`src/rtl/core/ccp_pkg.sv`:
```
package ccp_pkg;

   // field widths
   localparam int unsigned COEF_W = 12;
   localparam int unsigned BYTE_W = 8;
   localparam int unsigned CSR_W  = 4;
   localparam int unsigned CODE_W = 11;
   localparam int unsigned MULT_W = 21;
   localparam int unsigned PROD_W = COEF_W + MULT_W;

   // scaled reciprocal of q, 2^32 / 3329 rounded
   localparam logic [MULT_W-1:0] COMPRESS_MULT = 21'd1290167;

   // code width register
   localparam logic [CSR_W-1:0] CODE_BITS_RESET = 4'd10;
   localparam logic [CSR_W-1:0] CODE_BITS_WIDE  = 4'd11;
   localparam logic [4:0]       D_NARROW        = 5'd10;
   localparam logic [4:0]       D_WIDE          = 5'd11;

   // one output byte with its flags
   typedef struct packed {
      logic [BYTE_W-1:0] out_byte;
      logic              end_of_poly;
      logic              last_of_run;
   } rsp_entry_type;

   // compressed code handed to the packer
   typedef struct packed {
      logic              valid;
      logic [CODE_W-1:0] code;
      logic              wide;
   } code_type;

   // up to two bytes written into the output queue per cycle
   typedef struct packed {
      logic          push0;
      logic          push1;
      rsp_entry_type entry0;
      rsp_entry_type entry1;
   } push_type;

endpackage

```
`src/rtl/core/ccp_channels.sv`:
```
interface ccp_req_if;
   import ccp_pkg::*;
   logic              valid;
   logic              ready;
   logic [COEF_W-1:0] coefficient;
   modport source (output valid, coefficient, input ready);
   modport sink   (input valid, coefficient, output ready);
endinterface

interface ccp_rsp_if;
   import ccp_pkg::*;
   logic              valid;
   logic              ready;
   logic [BYTE_W-1:0] out_byte;
   logic              end_of_poly;
   logic              last_of_run;
   modport source (output valid, out_byte, end_of_poly, last_of_run, input ready);
   modport sink   (input valid, out_byte, end_of_poly, last_of_run, output ready);
endinterface

interface ccp_csr_if;
   import ccp_pkg::*;
   logic             valid;
   logic             ready;
   logic [CSR_W-1:0] code_bits;
   modport source (output valid, code_bits, input ready);
   modport sink   (input valid, code_bits, output ready);
endinterface

```
`src/rtl/core/ccp_compress.sv`:
```
module ccp_compress (
   input  logic               clock,
   input  logic               reset,
   ccp_req_if.sink            req,
   input  logic               code_wide,
   input  logic               code_ready,
   output ccp_pkg::code_type  code_out
);
   import ccp_pkg::*;

   logic              s1_valid_ff, s1_valid_in;
   logic [COEF_W-1:0] coef_ff, coef_in;
   logic              s2_valid_ff, s2_valid_in;
   logic [CODE_W-1:0] code_ff, code_in;
   logic              wide_ff, wide_in;

   logic              s2_move;
   logic              s1_ready;
   logic [PROD_W-1:0] product;
   logic [15:0]       t_val;
   logic [15:0]       t_d10;
   logic [15:0]       t_d11;

   // stage handshake: each stage loads when it is empty or drains this cycle
   assign s2_move   = !s2_valid_ff || code_ready;
   assign s1_ready  = !s1_valid_ff || s2_move;
   assign req.ready = s1_ready;

   // input stage
   always_comb begin
      s1_valid_in = s1_valid_ff;
      coef_in     = coef_ff;
      if (s1_ready) begin
         s1_valid_in = req.valid;
         coef_in     = req.coefficient;
      end
   end

   // compress: t = bits 16..31 of x * mult, then round to d bits
   assign product = PROD_W'(coef_ff) * PROD_W'(COMPRESS_MULT);
   assign t_val   = product[31:16];
   assign t_d10   = t_val + 16'd32;
   assign t_d11   = t_val + 16'd16;

   always_comb begin
      s2_valid_in = s2_valid_ff;
      code_in     = code_ff;
      wide_in     = wide_ff;
      if (s2_move) begin
         s2_valid_in = s1_valid_ff;
         wide_in     = code_wide;
         code_in     = code_wide ? t_d11[15:5] : {1'b0, t_d10[15:6]};
      end
   end

   always_ff @(posedge clock) begin
      if (reset) begin
         s1_valid_ff <= 1'b0;
         s2_valid_ff <= 1'b0;
      end else begin
         s1_valid_ff <= s1_valid_in;
         s2_valid_ff <= s2_valid_in;
      end
      coef_ff <= coef_in;
      code_ff <= code_in;
      wide_ff <= wide_in;
   end

   assign code_out.valid = s2_valid_ff;
   assign code_out.code  = code_ff;
   assign code_out.wide  = wide_ff;

endmodule

```
`src/rtl/core/ccp_packer.sv`:
```
module ccp_packer #(
   parameter int unsigned COEFFS_PER_POLY = 256
) (
   input  logic               clock,
   input  logic               reset,
   input  ccp_pkg::code_type  code_in,
   input  logic               space_ok,
   output logic               code_ready,
   output ccp_pkg::push_type  push
);
   import ccp_pkg::*;

   localparam int unsigned IDX_W = $clog2(COEFFS_PER_POLY);
   localparam logic [IDX_W-1:0] LAST_IDX = IDX_W'(COEFFS_PER_POLY - 1);

   logic [6:0]       acc_ff, acc_in;
   logic [2:0]       held_ff, held_in;
   logic [IDX_W-1:0] idx_ff, idx_in;

   logic             take;
   logic             defer;
   logic             last;
   logic [6:0]       base_acc;
   logic [2:0]       base_held;
   logic [4:0]       d_bits;
   logic [17:0]      merged;
   logic [4:0]       total;
   logic             two_full;
   logic [4:0]       rem_held;
   logic [6:0]       rem_acc;
   rsp_entry_type    e0, e1;
   logic             n_two;

   assign code_ready = space_ok;
   assign take       = code_in.valid && space_ok;

   // a padded byte left over from the previous polynomial goes out first
   assign defer     = (idx_ff == '0) && (held_ff != 3'd0);
   assign last      = !defer && (idx_ff == LAST_IDX);
   assign base_acc  = defer ? 7'd0 : acc_ff;
   assign base_held = defer ? 3'd0 : held_ff;
   assign d_bits    = code_in.wide ? D_WIDE : D_NARROW;

   // merge the code above the held bits
   assign merged   = 18'(base_acc) | (18'(code_in.code) << base_held);
   assign total    = 5'(base_held) + d_bits;
   assign two_full = total >= 5'd16;
   assign rem_held = two_full ? total - 5'd16 : total - 5'd8;
   assign rem_acc  = two_full ? {5'd0, merged[17:16]} : merged[14:8];

   // byte selection and flags
   always_comb begin
      e0      = '0;
      e1      = '0;
      n_two   = 1'b0;
      acc_in  = acc_ff;
      held_in = held_ff;
      idx_in  = idx_ff;
      e0.out_byte = merged[7:0];
      e1.out_byte = merged[15:8];
      if (defer) begin
         e0.out_byte    = {1'b0, acc_ff};
         e0.end_of_poly = 1'b1;
         e1.out_byte    = merged[7:0];
         e1.last_of_run = 1'b1;
         n_two          = 1'b1;
      end else if (!two_full) begin
         if (last) begin
            // one full byte, the rest padded into a final byte
            e1.out_byte    = {1'b0, rem_acc};
            e1.end_of_poly = 1'b1;
            e1.last_of_run = 1'b1;
            n_two          = 1'b1;
         end else begin
            e0.last_of_run = 1'b1;
         end
      end else begin
         e1.last_of_run = 1'b1;
         e1.end_of_poly = last && (rem_held == 5'd0);
         n_two          = 1'b1;
      end

      if (take) begin
         if (last && !two_full) begin
            acc_in  = 7'd0;
            held_in = 3'd0;
         end else begin
            acc_in  = rem_acc;
            held_in = rem_held[2:0];
         end
         idx_in = last ? '0 : idx_ff + IDX_W'(1);
      end
   end

   always_ff @(posedge clock) begin
      if (reset) begin
         acc_ff  <= 7'd0;
         held_ff <= 3'd0;
         idx_ff  <= '0;
      end else begin
         acc_ff  <= acc_in;
         held_ff <= held_in;
         idx_ff  <= idx_in;
      end
   end

   assign push.push0  = take;
   assign push.push1  = take && n_two;
   assign push.entry0 = e0;
   assign push.entry1 = e1;

endmodule

```
`src/rtl/core/ccp_out_fifo.sv`:
```
module ccp_out_fifo (
   input  logic              clock,
   input  logic              reset,
   input  ccp_pkg::push_type push,
   output logic              space_ok,
   ccp_rsp_if.source         rsp
);
   import ccp_pkg::*;

   localparam int unsigned DEPTH = 4;
   localparam int unsigned PTR_W = $clog2(DEPTH);
   localparam int unsigned CNT_W = $clog2(DEPTH + 1);

   rsp_entry_type      entries_ff [DEPTH];
   logic [PTR_W-1:0]   wr_ptr_ff, wr_ptr_in;
   logic [PTR_W-1:0]   rd_ptr_ff, rd_ptr_in;
   logic [CNT_W-1:0]   count_ff, count_in;
   logic [PTR_W-1:0]   wr_next;
   logic               pop;
   rsp_entry_type      head;

   assign wr_next  = wr_ptr_ff + PTR_W'(1);
   assign pop      = rsp.valid && rsp.ready;
   assign space_ok = count_ff <= CNT_W'(DEPTH - 2);

   // pointer and fill count
   always_comb begin
      wr_ptr_in = wr_ptr_ff + PTR_W'(push.push0) + PTR_W'(push.push1);
      rd_ptr_in = rd_ptr_ff + PTR_W'(pop);
      count_in  = count_ff + CNT_W'(push.push0) + CNT_W'(push.push1) - CNT_W'(pop);
   end

   always_ff @(posedge clock) begin
      if (reset) begin
         wr_ptr_ff <= '0;
         rd_ptr_ff <= '0;
         count_ff  <= '0;
      end else begin
         wr_ptr_ff <= wr_ptr_in;
         rd_ptr_ff <= rd_ptr_in;
         count_ff  <= count_in;
      end
   end

   // byte storage, two writes per cycle at most
   always_ff @(posedge clock) begin
      for (int i = 0; i < DEPTH; i++) begin
         if (push.push0 && (wr_ptr_ff == PTR_W'(i))) begin
            entries_ff[i] <= push.entry0;
         end else if (push.push1 && (wr_next == PTR_W'(i))) begin
            entries_ff[i] <= push.entry1;
         end
      end
   end

   assign head            = entries_ff[rd_ptr_ff];
   assign rsp.valid       = count_ff != '0;
   assign rsp.out_byte    = head.out_byte;
   assign rsp.end_of_poly = head.end_of_poly;
   assign rsp.last_of_run = head.last_of_run;

endmodule

```
`src/rtl/core/coeff_compress_pack.sv`:
```
// Path: a transferred coefficient is registered in the input stage, then in the
// code stage; the packer then writes its bytes into the output queue, which drives rsp.
// Throughput: one coefficient per cycle into the pipeline while the output queue
// has space; the sustained rate is set by the one-byte result port.
// Reset (synchronous): clears the pipeline, packer state, index, queue, and
// sets code_bits to 10.
module coeff_compress_pack #(
   parameter int unsigned COEFFS_PER_POLY = 256
) (
   input  logic      clock,
   input  logic      reset,
   ccp_req_if.sink   req,
   ccp_rsp_if.source rsp,
   ccp_csr_if.sink   csr
);
   import ccp_pkg::*;

   logic [CSR_W-1:0] code_bits_ff, code_bits_in;
   logic             code_wide;
   logic             code_ready;
   logic             space_ok;
   code_type         code_s2;
   push_type         push;

   // code width register, always writable
   assign csr.ready    = 1'b1;
   assign code_bits_in = (csr.valid && csr.ready) ? csr.code_bits : code_bits_ff;
   assign code_wide    = code_bits_ff >= CODE_BITS_WIDE;

   always_ff @(posedge clock) begin
      if (reset) begin
         code_bits_ff <= CODE_BITS_RESET;
      end else begin
         code_bits_ff <= code_bits_in;
      end
   end

   ccp_compress u_compress (
      .clock      (clock),
      .reset      (reset),
      .req        (req),
      .code_wide  (code_wide),
      .code_ready (code_ready),
      .code_out   (code_s2)
   );

   ccp_packer #(
      .COEFFS_PER_POLY (COEFFS_PER_POLY)
   ) u_packer (
      .clock      (clock),
      .reset      (reset),
      .code_in    (code_s2),
      .space_ok   (space_ok),
      .code_ready (code_ready),
      .push       (push)
   );

   ccp_out_fifo u_out_fifo (
      .clock    (clock),
      .reset    (reset),
      .push     (push),
      .space_ok (space_ok),
      .rsp      (rsp)
   );

endmodule

```
`src/flat_wrapper.sv`:
```
// flat-port wrapper written by rule: the top's interface ports become plain ports
module coeff_compress_pack_flat import ccp_pkg::*;
#(
   parameter int unsigned COEFFS_PER_POLY = 256
)
  (clock, reset, req_valid, req_coefficient, req_ready, rsp_valid, rsp_out_byte, rsp_end_of_poly, rsp_last_of_run, rsp_ready, csr_valid, csr_code_bits, csr_ready);
  ccp_req_if req_i ();
  ccp_rsp_if rsp_i ();
  ccp_csr_if csr_i ();
  input  logic clock;
  input  logic reset;
  input wire logic [$bits(req_i.valid)-1:0] req_valid;
  input wire logic [$bits(req_i.coefficient)-1:0] req_coefficient;
  output wire logic [$bits(req_i.ready)-1:0] req_ready;
  output wire logic [$bits(rsp_i.valid)-1:0] rsp_valid;
  output wire logic [$bits(rsp_i.out_byte)-1:0] rsp_out_byte;
  output wire logic [$bits(rsp_i.end_of_poly)-1:0] rsp_end_of_poly;
  output wire logic [$bits(rsp_i.last_of_run)-1:0] rsp_last_of_run;
  input wire logic [$bits(rsp_i.ready)-1:0] rsp_ready;
  input wire logic [$bits(csr_i.valid)-1:0] csr_valid;
  input wire logic [$bits(csr_i.code_bits)-1:0] csr_code_bits;
  output wire logic [$bits(csr_i.ready)-1:0] csr_ready;
  assign req_i.valid = req_valid;
  assign req_i.coefficient = req_coefficient;
  assign req_ready = req_i.ready;
  assign rsp_valid = rsp_i.valid;
  assign rsp_out_byte = rsp_i.out_byte;
  assign rsp_end_of_poly = rsp_i.end_of_poly;
  assign rsp_last_of_run = rsp_i.last_of_run;
  assign rsp_i.ready = rsp_ready;
  assign csr_i.valid = csr_valid;
  assign csr_i.code_bits = csr_code_bits;
  assign csr_ready = csr_i.ready;
  coeff_compress_pack #(.COEFFS_PER_POLY(COEFFS_PER_POLY)) u_core (.clock(clock), .reset(reset), .req(req_i), .rsp(rsp_i), .csr(csr_i));
endmodule
```
`config.mk`:
```
export PLATFORM = sky130hd
export DESIGN_NAME = coeff_compress_pack_flat
export DESIGN_NICKNAME = d
export VERILOG_FILES = /design/src/rtl/core/ccp_pkg.sv /design/src/rtl/core/ccp_channels.sv /design/src/rtl/core/ccp_compress.sv /design/src/rtl/core/ccp_packer.sv /design/src/rtl/core/ccp_out_fifo.sv /design/src/rtl/core/coeff_compress_pack.sv /design/src/flat_wrapper.sv
export SDC_FILE = /design/constraint.sdc
export NUM_CORES = 1
export LEC_CHECK = 0
export ABC_AREA = 1
export BUFFER_PORTS_ARGS = -buffer_cell sky130_fd_sc_hd__buf_4
export CORE_MARGIN = 8
export CORE_UTILIZATION = 40
export DETAILED_ROUTE_END_ITERATION = 7
export MAX_ROUTING_LAYER = met4
export SYNTH_ARGS = -nofsm -noshare
export SYNTH_HDL_FRONTEND = slang
export SYNTH_SLANG_ARGS = --single-unit
```
`constraint.sdc`:
```
create_clock -name clock -period 5.9 [get_ports clock]
set_input_delay 0 -clock clock [delete_from_list [all_inputs] [get_ports clock]]
set_output_delay 0 -clock clock [all_outputs]
set_load 0.02 [all_outputs]
```
==> impl_summary.md <==
Status
The run finished with clean final reports.

Worst setup path
The end of the worst register-to-register path is u_core.u_compress.code_ff[2]. The critical path crosses 23 cells after its start point. The cell that appears most often on the critical path is sky130_fd_sc_hd__inv_1.

The origin of the worst setup path is u_core.u_compress.coef_ff[11]. The slowest stage of the critical path belongs to the cell sky130_fd_sc_hd__fa_2. The setup slack on the worst flop-to-flop path is between 200 and 300 ps. The worst setup path is launched from a register.

Data on the critical path arrives at its endpoint at between 5000 and 6000 ps. The class of the most critical setup path is reg2reg. The required time at the worst-slack endpoint is between 6000 and 7000 ps.

The critical path ends at u_core.u_compress.code_ff[2]. The number of cells on the worst reg-to-reg path is 23. Together, buffers and inverters on the worst path number 7.

The signal on the critical path passes through fa_2 -> inv_1 -> fa_1 -> inv_1 -> fa_2 -> fa_1 -> inv_1 -> fa_1 -> inv_1 -> ha_1 -> nand2_1 -> inv_1 -> nand2_1 -> nand3_1 -> nand2_1 -> clkinv_1 -> nand2_2 -> nand3_1 -> nand2_4 -> nand3_2 -> inv_1 -> o21ai_0 -> o21ai_0. The maximum single-stage delay on the critical path is 630 ps. The launching point of the worst reg2reg path is u_core.u_compress.coef_ff[11]. The largest delay contributor family on the critical path is adder cells. The worst setup path is captured at a register.

The largest fanout of any net on the critical path is 5.

Place
The post-place setup slack is approximately 42 ps. The final estimated routing congestion in global placement is just over 0.9. After legalization and detailed placement, the total HPWL measured around 23,000 µm.

Summing all placed instances gives a cell area of 0.01148 mm². The port buffer count is 32.

Floorplan
The die boundary height is between 150 and 200 µm. The effective utilization at floorplan is about two fifths. The floorplan row count is 60. The area of the die is approximately 0.032 mm². In this run the count of I/O pins placed on the die edge is 34. The core footprint is between 0.02 and 0.03 mm². Measured along the x axis, the die boundary spans between 150 and 200 µm.

STA
At the pin with the least slew margin, the transition time is between 1000 and 1500 ps. The fmax is between 150 and 200 MHz. The tightest hold path in the finished design has a slack of between 100 and 150 ps. The final worst-path cycle share is 95.30%. After routing, the total negative slack on setup checks comes to 0 ps. Subtracting the final worst setup slack from the clock period gives roughly 5600 ps.

The number of max-slew violations in the final report is 0. The final number of hold-violating endpoints came to 0. The number of setup violations in the final report is 0. The relative max-transition margin is a little under a third. The least setup slack across all paths after layout is around 280 ps. The worst clock skew is about 12 ps.

Synth
The count of state elements after synthesis is 95. Synthesis produced 1,429 cells. The fraction of registers with async set/reset is 0%.

Counting flops with a built-in enable in the synthesized netlist gives between 60 and 70. The fraction of the yosys area taken by sequential cells is between 20% and 30%. The unique cell type count in the Yosys netlist is between 40 and 50. Counting instances in the post-synthesis netlist gives the leading cell types as sky130_fd_sc_hd__nand2_1, sky130_fd_sc_hd__inv_1, sky130_fd_sc_hd__nand3_1. Yosys printed 0 warnings. By area, the combinational part of the netlist is dominated by adder cells. The most common cell in the synthesized netlist is sky130_fd_sc_hd__nand2_1. Synthesis produced a netlist with a net count of between 1.5k and 2k. The simple-gate area share of the yosys netlist is 26.28%. The mean instance size in the synthesized netlist is 7.531 µm². The synthesized area is ~0.011 mm². The primary flip-flop cell chosen by synthesis mapping is sky130_fd_sc_hd__edfxtp_1. Ranked by total cell area, the synthesized netlist is headed by sky130_fd_sc_hd__fa_1, sky130_fd_sc_hd__edfxtp_1, sky130_fd_sc_hd__nand2_1.

The arithmetic-cell share of the synthesized area counting full adders, half adders and majority gates is between 30% and 40%. Summing the areas of all compound-gate instances in the mapped netlist gives under 10% of the synthesized area. The fraction of synthesized cell area in xor and xnor cells is less than 1%. After synthesis, the largest area contributor takes up 19.16% of total cell area. The share of synthesized area spent on multiplexers is 0%. sky130_fd_sc_hd__fa_1 takes more of the synthesized area than any other cell.

Clock tree
The CTS tree is yes. Counting the buffers created by CTS gives 9. The insertion delay to the later sink of the worst-skew pair is ~360 ps. The clock transition time at the flip-flop clock pins of the worst setup and hold paths is about 80 ps. The number of buffers on the longest clock path is 2. CTS saw 95 sinks. The cell sitting at the root of the clock tree is a sky130_fd_sc_hd__clkbuf_16. The H-tree was split into 3 levels.

Global route
The pin count of the biggest net entering global routing is 28. The residual overflow from global routing is 0. The initial antenna violation count is 0. The via count of the first global-routing pass is about 9.2k. The global-route usage over all layers is ~18%.

The first global-routing pass estimated 46,800 µm of wire.

Routing
The detail route stage leaves a number of antenna-violating nets equal to 0. After detailed routing, the total wire length is approximately 27,000 µm. The number of remaining DRC errors is 0. The total via count in the routed design is a little under 9k. The number of DRC markers in iteration 0 is ~610. After detailed routing, the number of vias per cell comes to 4.836. The first TritonRoute pass finished after 5 iterations. The average wire per standard cell is about 15 µm.

Final layout
The share of layout cells above drive strength 1 is between 10 and 15%. The growth of design area from synthesis to finish is 13.53%. The net count of the finished layout is ~1.7k. The number of antenna diodes in the final layout is 0.

The post-route cell area is approximately 0.012 mm².

Run
Max-cap violations in this run came to 0.

Worst hold path
The path class of the lowest-slack min-delay path is in2reg.
==> placed cells by master, fill, tap and decap left out, types with 8 or more instances in the layout <==
cell and n:
sky130_fd_sc_hd__ha_1 88, sky130_fd_sc_hd__nand2_2 17, sky130_fd_sc_hd__inv_2 12, sky130_fd_sc_hd__nor2_4 8
sky130_fd_sc_hd__nor3_1 14, sky130_fd_sc_hd__o21ai_1 11, sky130_fd_sc_hd__dfxtp_1 31, sky130_fd_sc_hd__o22ai_1 10
sky130_fd_sc_hd__edfxtp_1 64, sky130_fd_sc_hd__nor2_2 18, sky130_fd_sc_hd__nand3_1 105, sky130_fd_sc_hd__o21ai_0 40
sky130_fd_sc_hd__a21oi_1 38, sky130_fd_sc_hd__dlygate4sd3_1 25, sky130_fd_sc_hd__nor2_1 87, sky130_fd_sc_hd__nand4_1 9
sky130_fd_sc_hd__nand2_1 364, sky130_fd_sc_hd__inv_1 320, sky130_fd_sc_hd__fa_1 101, sky130_fd_sc_hd__clkbuf_16 9
sky130_fd_sc_hd__buf_4 57
==> cell type report <==
| class | instances | area [µm²] |
|---|---|---|
| Timing Repair Buffer | 82 | 678.2 |
| Sequential cell | 95 | 2542 |
| Inverter | 334 | 1257 |
| Multi-Input combinational cell | 982 | 7020 |
| Clock buffer | 9 | 225.2 |
| Fill cell | 2652 | 14430 |
| Tap cell | 341 | 426.7 |
| Clock inverter | 7 | 67.56 |
==> registers in the layout, summed over array words and instances (netlist names) <==
signal                         cells
u_core.u_out_fifo.wr_ptr_ff        2
u_core.u_out_fifo.entries_ff      40
u_core.u_compress.coef_ff         12
u_core.u_compress.s1_valid_ff      1
u_core.u_out_fifo.rd_ptr_ff        2
u_core.u_packer.acc_ff             7
u_core.u_compress.s2_valid_ff      1
u_core.u_packer.idx_ff             8
u_core.u_out_fifo.count_ff         3
u_core.u_compress.code_ff         11
u_core.u_compress.wide_ff          1
u_core.u_packer.held_ff            3
u_core.code_bits_ff                4
==> cells by family (layout without fill, tap and decap cells) <==
group | after synthesis | after routing
xor+xnor | 11 | 11
other cells | 1 | 1
simple gates | 649 | 649
buf+inv | 352 | 432
flops | 95 | 95
compound gates | 123 | 123
fa+ha+maj | 198 | 198
==> metal layers <==
metal | global-route usage [%] | vias up | wire (µm)
met5 | - | - | 0
met4 | 4.630 | 0 | 567
met3 | 3.448 | 37 | 1583
met2 | 27.70 | 229 | 11920
met1 | 24.56 | 4113 | 13360
li1 | - | 4568 | -
==> worst register-to-register path: stages (launching register included) <==
cell and delay, ps:
sky130_fd_sc_hd__edfxtp_1 430, sky130_fd_sc_hd__fa_2 630, sky130_fd_sc_hd__inv_1 100, sky130_fd_sc_hd__fa_1 550, sky130_fd_sc_hd__inv_1 70, sky130_fd_sc_hd__fa_2 520, sky130_fd_sc_hd__fa_1 570, sky130_fd_sc_hd__inv_1 60
sky130_fd_sc_hd__fa_1 550, sky130_fd_sc_hd__inv_1 50, sky130_fd_sc_hd__ha_1 310, sky130_fd_sc_hd__nand2_1 100, sky130_fd_sc_hd__inv_1 50, sky130_fd_sc_hd__nand2_1 140, sky130_fd_sc_hd__nand3_1 130, sky130_fd_sc_hd__nand2_1 90
sky130_fd_sc_hd__clkinv_1 70, sky130_fd_sc_hd__nand2_2 90, sky130_fd_sc_hd__nand3_1 140, sky130_fd_sc_hd__nand2_4 160, sky130_fd_sc_hd__nand3_2 130, sky130_fd_sc_hd__inv_1 100, sky130_fd_sc_hd__o21ai_0 70, sky130_fd_sc_hd__o21ai_0 320
==> worst min-delay path by stage <==
stage                            start                              to  cells past startpoint
finish                       rsp_ready  u_core.u_out_fifo.rd_ptr_ff[0]                      5
global route                 rsp_ready  u_core.u_out_fifo.rd_ptr_ff[0]                      5
CTS                          rsp_ready  u_core.u_out_fifo.rd_ptr_ff[0]                      5
detailed placement  req_coefficient[7]    u_core.u_compress.coef_ff[7]                      1
global placement    req_coefficient[0]    u_core.u_compress.coef_ff[0]                      1
floorplan           req_coefficient[0]    u_core.u_compress.coef_ff[0]                      0
==> through the flow <==
stage / instances / util, %
after global routing: 1850 / 45.85
after CTS: 1843 / 45.11
after floorplan: 1429 / -
after detailed placement: 1802 / 43.07
final: 1850 / 45.85
after global placement: 1802 / 43.07
==> timing repair <==
| item | CTS | global route |
|---|---|---|
| buffers inserted | 0 | 7 |
| pin swaps | 0 | 11 |
| gates resized for setup | 1 | 33 |
| hold buffers | 25 | 0 |
| endpoints found under the hold margin | 19 | 0 |
| endpoints found under the setup margin | 1 | 9 |
Power is not shown: default switching activity piles up to over one toggle a cycle in this logic, so the estimate is an artifact.
